**src/rtl/bbt_pkg.sv**
```systemverilog
// Shared constants and types for the Bollinger band tracker.
// Used by bollinger_band_tracker; no dependencies.
package bbt_pkg;

  localparam int MAX_WINDOW = 64;
  localparam int PRICE_BITS = 24;
  localparam int SLOT_W     = $clog2(MAX_WINDOW);
  localparam int CNT_W      = SLOT_W + 1;
  localparam int WIN_W      = 7;
  localparam int MULT_W     = 4;
  localparam int SUM_W      = PRICE_BITS + SLOT_W;
  localparam int SQ_W       = 2 * PRICE_BITS + SLOT_W;
  localparam int WIDE_W     = 64;
  localparam int FRAC_W     = 8;
  localparam int VFRAC_W    = 2 * FRAC_W;
  localparam int DQ_W       = WIDE_W + VFRAC_W;
  localparam int MID_DIV_W  = SUM_W + FRAC_W;
  localparam int DVS_W      = 2 * WIN_W - 1;
  localparam int DCNT_W     = $clog2(DQ_W + 1);
  localparam int MP_W       = 32;
  localparam int ROOT_W     = 32;
  localparam int MID_W      = 32;
  localparam int BAND_W     = 36;
  localparam int DEV_W      = MULT_W + ROOT_W;
  localparam int CFG_IDX_W  = 2;

  localparam logic [CFG_IDX_W-1:0] REG_WINDOW = 2'd0;
  localparam logic [CFG_IDX_W-1:0] REG_MULT   = 2'd1;

  localparam logic [WIN_W-1:0]  WIN_MIN   = 7'd2;
  localparam logic [WIN_W-1:0]  WIN_MAX   = WIN_W'(MAX_WINDOW);
  localparam logic [WIN_W-1:0]  WIN_RST   = 7'd20;
  localparam logic [MULT_W-1:0] MULT_RST  = 4'd2;

  typedef enum logic [11:0] {
    S_IDLE = 12'b0000_0000_0001,
    S_RD   = 12'b0000_0000_0010,
    S_PP   = 12'b0000_0000_0100,
    S_OO   = 12'b0000_0000_1000,
    S_MID  = 12'b0000_0001_0000,
    S_WSS  = 12'b0000_0010_0000,
    S_SS   = 12'b0000_0100_0000,
    S_WW   = 12'b0000_1000_0000,
    S_DIV  = 12'b0001_0000_0000,
    S_SQRT = 12'b0010_0000_0000,
    S_DEV  = 12'b0100_0000_0000,
    S_OUT  = 12'b1000_0000_0000
  } state_t;

endpackage

```
**src/rtl/bollinger_band_tracker.sv**
```systemverilog
// Top level of the Bollinger band tracker: sample ring, running sums and a bit-serial datapath.
// Depends on bbt_pkg and bbt_ram.

// One price word is taken at a time and yields one result word. The work runs through a
// shift-add multiplier, a restoring divider and a square-root unit that each retire one bit
// per cycle; once the bands are valid, the 80-step variance divide and the 32-step square
// root dominate the work per item. A new price word is taken while the previous result
// still waits on the output. Writing the window length restarts the tracker; the ring
// needs no clearing after reset.
module bollinger_band_tracker
  import bbt_pkg::*;
(
  input  logic                  clk,
  input  logic                  rst_n,
  input  logic                  in_tvalid,
  output logic                  in_tready,
  input  logic [23:0]           in_tdata,   // price[23:0]
  output logic                  out_tvalid,
  input  logic                  out_tready,
  output logic [103:0]          out_tdata,  // middle_q8[31:0], upper_q8[67:32], lower_q8[103:68]
  output logic                  out_tuser,  // bands_valid
  input  logic                  cfg_valid,
  output logic                  cfg_ready,
  input  logic [CFG_IDX_W-1:0]  cfg_index,
  input  logic [WIN_W-1:0]      cfg_data
);

  state_t state_r, state_nxt;

  logic [WIN_W-1:0]      wlen_r, wlen_nxt;
  logic [MULT_W-1:0]     mult_r, mult_nxt;
  logic [SLOT_W-1:0]     slot_r, slot_nxt;
  logic [CNT_W-1:0]      cnt_r, cnt_nxt;
  logic [SUM_W-1:0]      sum_r, sum_nxt;
  logic [SQ_W-1:0]       sq_r, sq_nxt;
  logic [PRICE_BITS-1:0] p_r, p_nxt;
  logic [PRICE_BITS-1:0] old_r, old_nxt;
  logic [WIDE_W-1:0]     acc_r, acc_nxt;
  logic [WIDE_W-1:0]     mc_r, mc_nxt;
  logic [MP_W-1:0]       mp_r, mp_nxt;
  logic [DQ_W-1:0]       dq_r, dq_nxt;
  logic [DVS_W-1:0]      rem_r, rem_nxt;
  logic [DVS_W-1:0]      dvs_r, dvs_nxt;
  logic [DCNT_W-1:0]     dcnt_r, dcnt_nxt;
  logic [WIDE_W-1:0]     d_r, d_nxt;
  logic [WIDE_W-1:0]     sv_r, sv_nxt;
  logic [WIDE_W-1:0]     res_r, res_nxt;
  logic [WIDE_W-1:0]     bit_r, bit_nxt;
  logic [MID_W-1:0]      mid_r, mid_nxt;
  logic [DEV_W-1:0]      dev_r, dev_nxt;
  logic                  bv_r, bv_nxt;
  logic                  ov_r, ov_nxt;
  logic [103:0]          od_r, od_nxt;
  logic                  ou_r, ou_nxt;

  logic [SLOT_W-1:0]     raddr;
  logic [PRICE_BITS-1:0] rdata;
  logic                  ram_we;
  logic [DVS_W:0]        rs;
  logic [WIDE_W-1:0]     sq_t;
  logic [CNT_W-1:0]      cnt_up;
  logic [WIN_W-1:0]      nsel;
  logic [WIN_W-1:0]      wclamp;
  logic [BAND_W-1:0]     upper, lower;
  logic                  out_free;

  assign raddr     = slot_r - wlen_r[SLOT_W-1:0];
  assign ram_we    = (state_r == S_RD);
  assign in_tready = (state_r == S_IDLE) && !cfg_valid;
  assign cfg_ready = (state_r == S_IDLE);
  assign out_tvalid = ov_r;
  assign out_tdata  = od_r;
  assign out_tuser  = ou_r;
  assign out_free   = !ov_r || out_tready;

  bbt_ram #(.WIDTH(PRICE_BITS), .DEPTH(MAX_WINDOW)) u_ring (
    .clk   (clk),
    .we    (ram_we),
    .waddr (slot_r),
    .wdata (p_r),
    .raddr (raddr),
    .rdata (rdata)
  );

  always_comb begin
    rs     = {rem_r, dq_r[DQ_W-1]};
    sq_t   = res_r + bit_r;
    cnt_up = (CNT_W'(cnt_r) < CNT_W'(wlen_r) + CNT_W'(1)) ? cnt_r + CNT_W'(1) : cnt_r;
    nsel   = (cnt_r < CNT_W'(wlen_r)) ? WIN_W'(cnt_r) : wlen_r;
    wclamp = (cfg_data < WIN_MIN) ? WIN_MIN : ((cfg_data > WIN_MAX) ? WIN_MAX : cfg_data);
    upper  = BAND_W'(mid_r) + BAND_W'(dev_r);
    lower  = BAND_W'(mid_r) - BAND_W'(dev_r);
  end

  always_comb begin
    state_nxt = state_r;
    wlen_nxt = wlen_r;  mult_nxt = mult_r;  slot_nxt = slot_r;  cnt_nxt = cnt_r;
    sum_nxt = sum_r;    sq_nxt = sq_r;      p_nxt = p_r;        old_nxt = old_r;
    acc_nxt = acc_r;    mc_nxt = mc_r;      mp_nxt = mp_r;      dq_nxt = dq_r;
    rem_nxt = rem_r;    dvs_nxt = dvs_r;    dcnt_nxt = dcnt_r;  d_nxt = d_r;
    sv_nxt = sv_r;      res_nxt = res_r;    bit_nxt = bit_r;    mid_nxt = mid_r;
    dev_nxt = dev_r;    bv_nxt = bv_r;      ov_nxt = ov_r;      od_nxt = od_r;
    ou_nxt = ou_r;

    if (ov_r && out_tready) begin
      ov_nxt = 1'b0;
    end

    unique case (state_r)
      S_IDLE: begin
        if (cfg_valid) begin
          unique case (cfg_index)
            REG_WINDOW: begin
              wlen_nxt = wclamp;
              slot_nxt = '0;
              cnt_nxt  = '0;
              sum_nxt  = '0;
              sq_nxt   = '0;
            end
            REG_MULT: mult_nxt = cfg_data[MULT_W-1:0];
            default: ;
          endcase
        end else if (in_tvalid) begin
          p_nxt     = in_tdata;
          state_nxt = S_RD;
        end
      end
      S_RD: begin
        old_nxt   = (cnt_r >= CNT_W'(wlen_r)) ? rdata : '0;
        sum_nxt   = sum_r - SUM_W'(old_nxt) + SUM_W'(p_r);
        slot_nxt  = slot_r + SLOT_W'(1);
        cnt_nxt   = cnt_up;
        acc_nxt   = '0;
        mc_nxt    = WIDE_W'(p_r);
        mp_nxt    = MP_W'(p_r);
        state_nxt = S_PP;
      end
      S_PP, S_OO, S_WSS, S_SS, S_WW: begin
        if (mp_r != '0) begin
          if (mp_r[0]) begin
            acc_nxt = acc_r + mc_r;
          end
          mc_nxt = {mc_r[WIDE_W-2:0], 1'b0};
          mp_nxt = {1'b0, mp_r[MP_W-1:1]};
        end else begin
          acc_nxt = '0;
          unique case (state_r)
            S_PP: begin
              sq_nxt    = sq_r + SQ_W'(acc_r);
              mc_nxt    = WIDE_W'(old_r);
              mp_nxt    = MP_W'(old_r);
              state_nxt = S_OO;
            end
            S_OO: begin
              sq_nxt    = sq_r - SQ_W'(acc_r);
              dq_nxt    = {sum_r, {FRAC_W{1'b0}}, {(DQ_W - MID_DIV_W){1'b0}}};
              rem_nxt   = '0;
              dvs_nxt   = DVS_W'(nsel);
              dcnt_nxt  = DCNT_W'(MID_DIV_W);
              state_nxt = S_MID;
            end
            S_WSS: begin
              d_nxt     = acc_r;
              mc_nxt    = WIDE_W'(sum_r);
              mp_nxt    = MP_W'(sum_r);
              state_nxt = S_SS;
            end
            S_SS: begin
              d_nxt     = d_r - acc_r;
              mc_nxt    = WIDE_W'(wlen_r);
              mp_nxt    = MP_W'(wlen_r);
              state_nxt = S_WW;
            end
            default: begin
              dvs_nxt   = acc_r[DVS_W-1:0];
              dq_nxt    = {d_r, {VFRAC_W{1'b0}}};
              rem_nxt   = '0;
              dcnt_nxt  = DCNT_W'(DQ_W);
              state_nxt = S_DIV;
            end
          endcase
        end
      end
      S_MID, S_DIV: begin
        if (dcnt_r != '0) begin
          dcnt_nxt = dcnt_r - DCNT_W'(1);
          if (rs >= {1'b0, dvs_r}) begin
            rem_nxt = DVS_W'(rs - {1'b0, dvs_r});
            dq_nxt  = {dq_r[DQ_W-2:0], 1'b1};
          end else begin
            rem_nxt = rs[DVS_W-1:0];
            dq_nxt  = {dq_r[DQ_W-2:0], 1'b0};
          end
        end else if (state_r == S_MID) begin
          mid_nxt = dq_r[MID_W-1:0];
          bv_nxt  = (cnt_r > CNT_W'(wlen_r));
          dev_nxt = '0;
          if (bv_nxt) begin
            acc_nxt   = '0;
            mc_nxt    = WIDE_W'(sq_r);
            mp_nxt    = MP_W'(wlen_r);
            state_nxt = S_WSS;
          end else begin
            state_nxt = S_OUT;
          end
        end else begin
          sv_nxt    = dq_r[WIDE_W-1:0];
          res_nxt   = '0;
          bit_nxt   = WIDE_W'(1) << (WIDE_W - 2);
          state_nxt = S_SQRT;
        end
      end
      S_SQRT: begin
        if (bit_r != '0) begin
          if (sv_r >= sq_t) begin
            sv_nxt  = sv_r - sq_t;
            res_nxt = (res_r >> 1) + bit_r;
          end else begin
            res_nxt = res_r >> 1;
          end
          bit_nxt = bit_r >> 2;
        end else begin
          state_nxt = S_DEV;
        end
      end
      S_DEV: begin
        dev_nxt   = DEV_W'(mult_r) * DEV_W'(res_r[ROOT_W-1:0]);
        state_nxt = S_OUT;
      end
      S_OUT: begin
        if (out_free) begin
          ov_nxt    = 1'b1;
          ou_nxt    = bv_r;
          od_nxt    = bv_r ? {lower, upper, mid_r} : {{(2 * BAND_W){1'b0}}, mid_r};
          state_nxt = S_IDLE;
        end
      end
      default: state_nxt = S_IDLE;
    endcase
  end

  always_ff @(posedge clk) begin
    if (!rst_n) begin
      state_r <= S_IDLE;
      wlen_r  <= WIN_RST;
      mult_r  <= MULT_RST;
      slot_r  <= '0;
      cnt_r   <= '0;
      sum_r   <= '0;
      sq_r    <= '0;
      ov_r    <= 1'b0;
    end else begin
      state_r <= state_nxt;
      wlen_r  <= wlen_nxt;
      mult_r  <= mult_nxt;
      slot_r  <= slot_nxt;
      cnt_r   <= cnt_nxt;
      sum_r   <= sum_nxt;
      sq_r    <= sq_nxt;
      ov_r    <= ov_nxt;
    end
  end

  always_ff @(posedge clk) begin
    p_r    <= p_nxt;    old_r  <= old_nxt;  acc_r  <= acc_nxt;  mc_r   <= mc_nxt;
    mp_r   <= mp_nxt;   dq_r   <= dq_nxt;   rem_r  <= rem_nxt;  dvs_r  <= dvs_nxt;
    dcnt_r <= dcnt_nxt; d_r    <= d_nxt;    sv_r   <= sv_nxt;   res_r  <= res_nxt;
    bit_r  <= bit_nxt;  mid_r  <= mid_nxt;  dev_r  <= dev_nxt;  bv_r   <= bv_nxt;
    od_r   <= od_nxt;   ou_r   <= ou_nxt;
  end

endmodule

```
**src/rtl/bbt_ram.sv**
```systemverilog
// Generic single-write, single-read RAM with registered read data.
// No dependencies.
module bbt_ram #(
  parameter int WIDTH = 8,
  parameter int DEPTH = 16
) (
  input  logic                     clk,
  input  logic                     we,
  input  logic [$clog2(DEPTH)-1:0] waddr,
  input  logic [WIDTH-1:0]         wdata,
  input  logic [$clog2(DEPTH)-1:0] raddr,
  output logic [WIDTH-1:0]         rdata
);

  logic [WIDTH-1:0] mem [DEPTH];

  always_ff @(posedge clk) begin
    if (we) begin
      mem[waddr] <= wdata;
    end
    rdata <= mem[raddr];
  end

endmodule
```
**config.mk**
```make
export PLATFORM = sky130hd
export DESIGN_NAME = bollinger_band_tracker
export DESIGN_NICKNAME = d
export VERILOG_FILES = /design/src/rtl/bbt_pkg.sv /design/src/rtl/bollinger_band_tracker.sv /design/src/rtl/bbt_ram.sv
export SDC_FILE = /design/constraint.sdc
export NUM_CORES = 2
export LEC_CHECK = 0
export BUFFER_PORTS_ARGS = -buffer_cell sky130_fd_sc_hd__buf_2
export CAP_MARGIN = 20
export CORE_MARGIN = 2
export CORE_UTILIZATION = 48
export CTS_CLUSTER_SIZE = 28
export DETAILED_ROUTE_END_ITERATION = 8
export GPL_TIMING_DRIVEN = 0
export PLACE_DENSITY_LB_ADDON = 0.1
export SYNTH_ARGS = -nofsm -noshare
export SYNTH_HDL_FRONTEND = slang
export SYNTH_SLANG_ARGS = --single-unit
export TNS_END_PERCENT = 20
```
**constraint.sdc**
```tcl
create_clock -name clk -period 26.9 [get_ports clk]
set_clock_uncertainty 0.1 [all_clocks]
set_input_delay 0 -clock clk [delete_from_list [all_inputs] [get_ports clk]]
set_output_delay 0 -clock clk [all_outputs]
set_load 0.02 [all_outputs]
```
## Word level (Yosys, flattened, before mapping)

Memory sizes are Yosys's and may differ from the RTL's. A register that Yosys moved wholly into a read port is not among the register bits.
Cells that the tools add are included.

- Add/sub/neg operators: 17
- Multipliers: 1
- Magnitude comparators: 8
- Eq/ne operators: 32
- Muxes and demuxes: 85
- Bitwise operators: 4
- Reductions and logical operators: 36

Operators with widths:

| kind | count |
|---|---|
| 64-bit two-way mux | 20 |
| 64-bit case mux with 3 select lines | 3 |
| 64-bit case mux with 2 select lines | 4 |
| 80-bit case mux with 2 select lines | 2 |
| 54-bit case mux with 2 select lines | 2 |
| 32-bit case mux with 3 select lines | 2 |
| 54-bit two-way mux | 3 |
| 80-bit two-way mux | 2 |
| 64-bit adder | 2 |
| 32-bit two-way mux | 4 |
| 64-bit subtractor | 2 |
| 12-bit two-way mux | 8 |
| 12-bit case mux with 7 select lines | 1 |
| 36-bit two-way mux | 2 |
| 36-bit case mux with 2 select lines | 1 |
| 63-bit by 64-bit adder with 64-bit output | 1 |
| 64-bit greater-or-equal comparator | 1 |
| 64-bit nonzero test | 1 |
| 30-bit two-way mux | 2 |
| 30-bit case mux with 2 select lines | 1 |
| 7-bit two-way mux | 8 |
| 54-bit adder | 1 |
| 54-bit subtractor | 1 |
| 13-bit two-way mux | 4 |
| 57 further kinds | 105 |

- Flip-flop bits (word level): 872
- Memory bits (writable): 1536
- Output and inout bits: 108
- Memories: 1

Memory list:

| name | words | width | rd ports | clocked after Yosys merged registers in | write ports | line | text |
|---|---|---|---|---|---|---|---|
| u_ring.mem | 64 | 24 | 1 | 1 | 1 | bbt_ram.sv:15 | `logic [WIDTH-1:0] mem [DEPTH];` |

## Logic depth before layout (Yosys ltp)

- Depth after elaboration: 5
- Mapped depth: 27
- Depth with buffers taken out: 27

## Cells and area by module

A second synthesis with hierarchy kept.

- Cell total of the unflattened synthesis: 9505
- Area, all modules: 121539.1 sq um

By module, submodules not included:

| module | instances | cells each | area an instance (sq um) | sequential area each (sq um) |
|---|---|---|---|---|
| bollinger_band_tracker | 1 | 6894 | 62208.4 | 23922.9 |
| bbt_ram | 1 | 2611 | 59330.7 | 46604.7 |

## Least setup slack after synthesis

No wires, ideal clock.

- Kind: reg2reg
- Start point: register res_r[2]
- End point: register sv_r[0] (enable)
- Data arrival time: 9.118 ns
- Data required time: 26.225 ns
- Path slack: 17.107 ns
- Cell stages (with the launch flop): 22
- Path buffers: 2
- Cells stage by stage: edfxtp_1 > ha_1 > a21o_1 > a31o_2 > a21o_1 > a31oi_1 > o41ai_2 > a32oi_1 > o41ai_4 > a21o_1 > nor3_1 > nor3_1 > a21oi_1 > a21o_1 > ha_1 > clkbuf_1 > nand4_1 > nor4_1 > nand2_1 > o21a_1 > buf_2 > o21ai_0

- Longest elaborated chain between the ends: 4

RTL lines:

| what | line | text |
|---|---|---|
| start: declaration | bollinger_band_tracker.sv:47 | `logic [WIDE_W-1:0] res_r, res_nxt;` |
| start signal: assignment | bollinger_band_tracker.sv:267 | `dcnt_r <= dcnt_nxt; d_r <= d_nxt; sv_r <= sv_nxt; res_r <= res_nxt;` |
| 64-bit adder | bollinger_band_tracker.sv:87 | `sq_t = res_r + bit_r;` |
| 64-bit greater-or-equal comparator | bollinger_band_tracker.sv:215 | `if (sv_r >= sq_t) begin` |
| 2-bit != test (no line) | n/a |  |
| 5-bit AND reduction (no line) | n/a |  |
| end signal: assignment | bollinger_band_tracker.sv:267 |  |
| end: declaration | bollinger_band_tracker.sv:46 | `logic [WIDE_W-1:0] sv_r, sv_nxt;` |

No other way between the ends.
A chain may end at the register's enable or synchronous reset.

## Worst setup path after layout

- Start point: register res_r[2]
- End point: register sv_r[58] (enable)

Same word-level chain as after synthesis.

==> flow_metrics.env <==
export IMPL_vdd_drop_max_v=0.0000607
export IMPL_rsz0062_at_grt="false"
export IMPL_synth_nets=9758
export IMPL_tritoncts="done"
export IMPL_p_clk_share_pct=39.8
export IMPL_power_switching_mw=2.38
export IMPL_dr_wl_met3_um=19200
export IMPL_path_class="reg2reg"
export IMPL_final_core_util_pct=55.5
export IMPL_wirelength_met1_um=152000
export IMPL_h_tree_depth=5
export IMPL_grt_total_usage_pct=27.5
export IMPL_hp_start="cfg_data[5]"
export IMPL_clkLatencyLatePin_ns=0.95
export IMPL_drive_above_1_share_pct=13.7
export IMPL_drtPass1Iterations=6
export IMPL_intPower_mw=6.91
export IMPL_hold_class="in2reg"
export IMPL_post_route_period_util_pct=30.3
export IMPL_synth_ff_type="edfxtp_1"
export IMPL_swShare_pct=25.6
export IMPL_wl_per_cell_um=26.7
export IMPL_coreArea_sq_um=251000
export IMPL_avgSynthCellArea_sq_um=13.2
export IMPL_ys_types=109
export IMPL_design_area_sq_um=139000
export IMPL_final_cells=13400
export IMPL_fmax_mhz=123
export IMPL_multiInputGateArea_sq_um=47800
export IMPL_run_status="finished clean"
export IMPL_grt_pass1_wl_um=525000
export IMPL_power_density_nw_per_um2=66.7
export IMPL_grt_overflow_total=0
export IMPL_cp_start_kind="flip-flop"
export IMPL_die_y_um=506
export IMPL_area_growth_pct=15.1
export IMPL_dieArea_sq_um=256000
export IMPL_p_total_mw=9.29
export IMPL_total_leakage_power_nw=49.8
export IMPL_finalSetupTns_ns=0
export IMPL_async_flop_share_pct=0
export IMPL_synth_area_leader_cell="edfxtp_1"
export IMPL_drcViolationCount=0
export IMPL_root_buffer="clkbuf_16"
export IMPL_dieWidth_um=506
export IMPL_via_count=79600
export IMPL_synth_edf_count=2252
export IMPL_placed_cell_area_sq_um=130000
export IMPL_yosysTopAreaCellShare_pct=55.9
export IMPL_hold_viol=0
export IMPL_path_clk_slew_ns=0.06
export IMPL_maxCapViolations=0
export IMPL_reg2reg_depth=26
export IMPL_arrival_ns=8.67
export IMPL_r2r_start="res_r[2]$_SDFFCE_PN0P_"
export IMPL_cts_sinks=2397
export IMPL_required_ns=27.42
export IMPL_cts_path_max_buffers=4
export IMPL_routed_top_layer="met5"
export IMPL_portBuffers=145
export IMPL_ant_nets=0
export IMPL_maxSlewViolCount=0
export IMPL_rrSetupSlack_ns=18.75
export IMPL_viasPerCell=5.96
export IMPL_slew_headroom_pct=10.6
export IMPL_ios=146
export IMPL_setup_viol_count_final=0
export IMPL_synth_area_leaders="edfxtp_1, mux4_2, ha_1"
export IMPL_cts_resized=0
export IMPL_cts_setup_buffers=0
export IMPL_gp_congestion=1.08
export IMPL_totalWireLength_um=357000
export IMPL_yosysSeqAreaShare_pct=58.3
export IMPL_yosys_top_cells_count="edfxtp_1, nand2_1, nor2_1"
export IMPL_dpl_cell_count=12800
export IMPL_end_kind="flip-flop"
export IMPL_first_iter_violations=7684
export IMPL_synth_cells=9147
export IMPL_ff_latch_area_sq_um=70500
export IMPL_fin_crit_ns=8.15
export IMPL_netlist_area_sq_um=121000
export IMPL_crit_path_start="res_r[2]$_SDFFCE_PN0P_"
export IMPL_fillerInstances=20800
export IMPL_p_comb_share_pct=14.8
export IMPL_synthMostInstantiatedCell="edfxtp_1"
export IMPL_grt_max_degree=67
export IMPL_initial_core_util_pct=48.2
export IMPL_ys_ff_latch=2397
export IMPL_wl_met2_um=170000
export IMPL_yosys_warnings=0
export IMPL_row_count=184
export IMPL_antenna_found_initial=15
export IMPL_holdPathStages=5
export IMPL_nets=10400
export IMPL_dp_hpwl_um=264000
export IMPL_grt_pass1_vias=78600
export IMPL_cts_buffers=284
export IMPL_tightest_slew_ns=1.33
export IMPL_seq_power_share_pct=45.4
export IMPL_crit_fanout=21
flip-flops by register name, summed over array words and instances, names as in the netlist, 12 cells and up:
register,flops
u_ring.mem,1536
out_tdata,103
dq_r,80
acc_r,64
d_r,64
mc_r,64
res_r,64
sv_r,64
sq_r,54
dev_r,36
bit_r,32
mid_r,32
mp_r,30
sum_r,30
old_r,24
p_r,24
u_ring.rdata,24
dvs_r,13
rem_r,13
state_r,12
power by group through the flow:
stage	logic, mW	clock network (mW)	registers, mW
floorplan	0.865	0	4.30
global placement	1.20	0	4.37
detailed placement	1.35	0	4.30
CTS	1.36	3.75	4.22
global route	1.49	3.89	4.22
finish	1.38	3.69	4.22
layout make-up:
cell class                 instances  share of cell area [%]
inverter                         417                    1.12
tap                             3348                    3.01
antenna                            6                  0.0108
clock buffer                     354                    5.40
multi-input combinational       5902                    34.3
timing repair buffer             379                    3.40
sequential                      2397                    50.6
buffer                           431                    1.19
clock inverter                   131                   0.873
per-stage QoR:
| stage | setup slack [ns] | hold WS (ns) |
|---|---|---|
| global route | 18.33 | 0.0527 |
| CTS | 18.73 | 0.00529 |
| global placement | 11.78 | 0.0788 |
| floorplan | 17.11 | -0.0202 |
| finish | 18.75 | 0.0476 |
| detailed placement | 18.79 | 0.0786 |
worst max-delay path: stages, from the launching register on:
cell and delay, ns:
edfxtp_1 0.51, ha_1 0.40, a21o_1 0.15, a31o_2 0.21, a21o_1 0.16, a31oi_1 0.21
o41ai_2 0.65, a32oi_1 0.38, o41ai_4 0.74, a21o_1 0.23, nor3_1 0.05, nor3_1 0.18
a21oi_1 0.07, a21o_1 0.20, ha_1 0.20, a21o_1 0.19, a21o_1 0.17, a21oi_1 0.18
o21ai_0 0.13, a211o_1 0.30, a221oi_1 0.64, o21a_1 0.42, buf_2 0.48, o21ai_4 0.24
buf_16 0.26, buf_12 0.17, buf_16 0.18
placed cells by master, fill, tap and decap left out, types with 48 or more instances in the layout:
cell,instances
nor3_1,102
o21ai_0,473
a21o_1,203
clkbuf_16,289
and2_1,129
edfxtp_1,2252
dfxtp_1,145
nor2b_1,120
a211oi_1,84
and3_1,48
nor2_4,68
buf_2,163
xnor2_1,307
mux4_2,480
mux2i_1,62
o21bai_1,85
inv_1,414
o21a_1,49
nand3_1,162
clkbuf_1,416
a31oi_1,96
nand4_1,95
clkinv_2,51
dlygate4sd3_1,76
fa_1,92
buf_16,65
nand2b_1,73
ha_1,481
nor2_1,615
xor2_1,219
a21oi_1,532
a22oi_1,54
buf_1,53
nand2_1,713
cells by family after synthesis:
kind of cell | share of synthesized area [%]
mux | 9.46
fa+ha+maj | 6.49
xor+xnor | 3.81
buf+inv | 2.67
flops | 58.3
compound gates | 10.3
simple gates | 9.02
worst paths after layout:
kind,end
setup / recovery,sv_r[58]$_DFFE_PP_
hold reg to reg,sum_r[16]$_SDFFE_PN0P_
hold / removal,wlen_r[5]$_SDFFE_PN0P_
setup reg to reg,sv_r[58]$_DFFE_PP_
repair_timing:
item	in CTS	in global routing
setup endpoints to repair	0	0
endpoints found under the hold margin	125	0
hold buffers	76	0
routing by layer:
metal | global-route usage, % | up-vias
met1 | 38.0 | 40200
met5 | 0 | -
met4 | 10.2 | 2
li1 | - | 36100
met2 | 45.1 | 2609
met3 | 3.15 | 608
No activity file was read; power rests on OpenSTA's default activity.
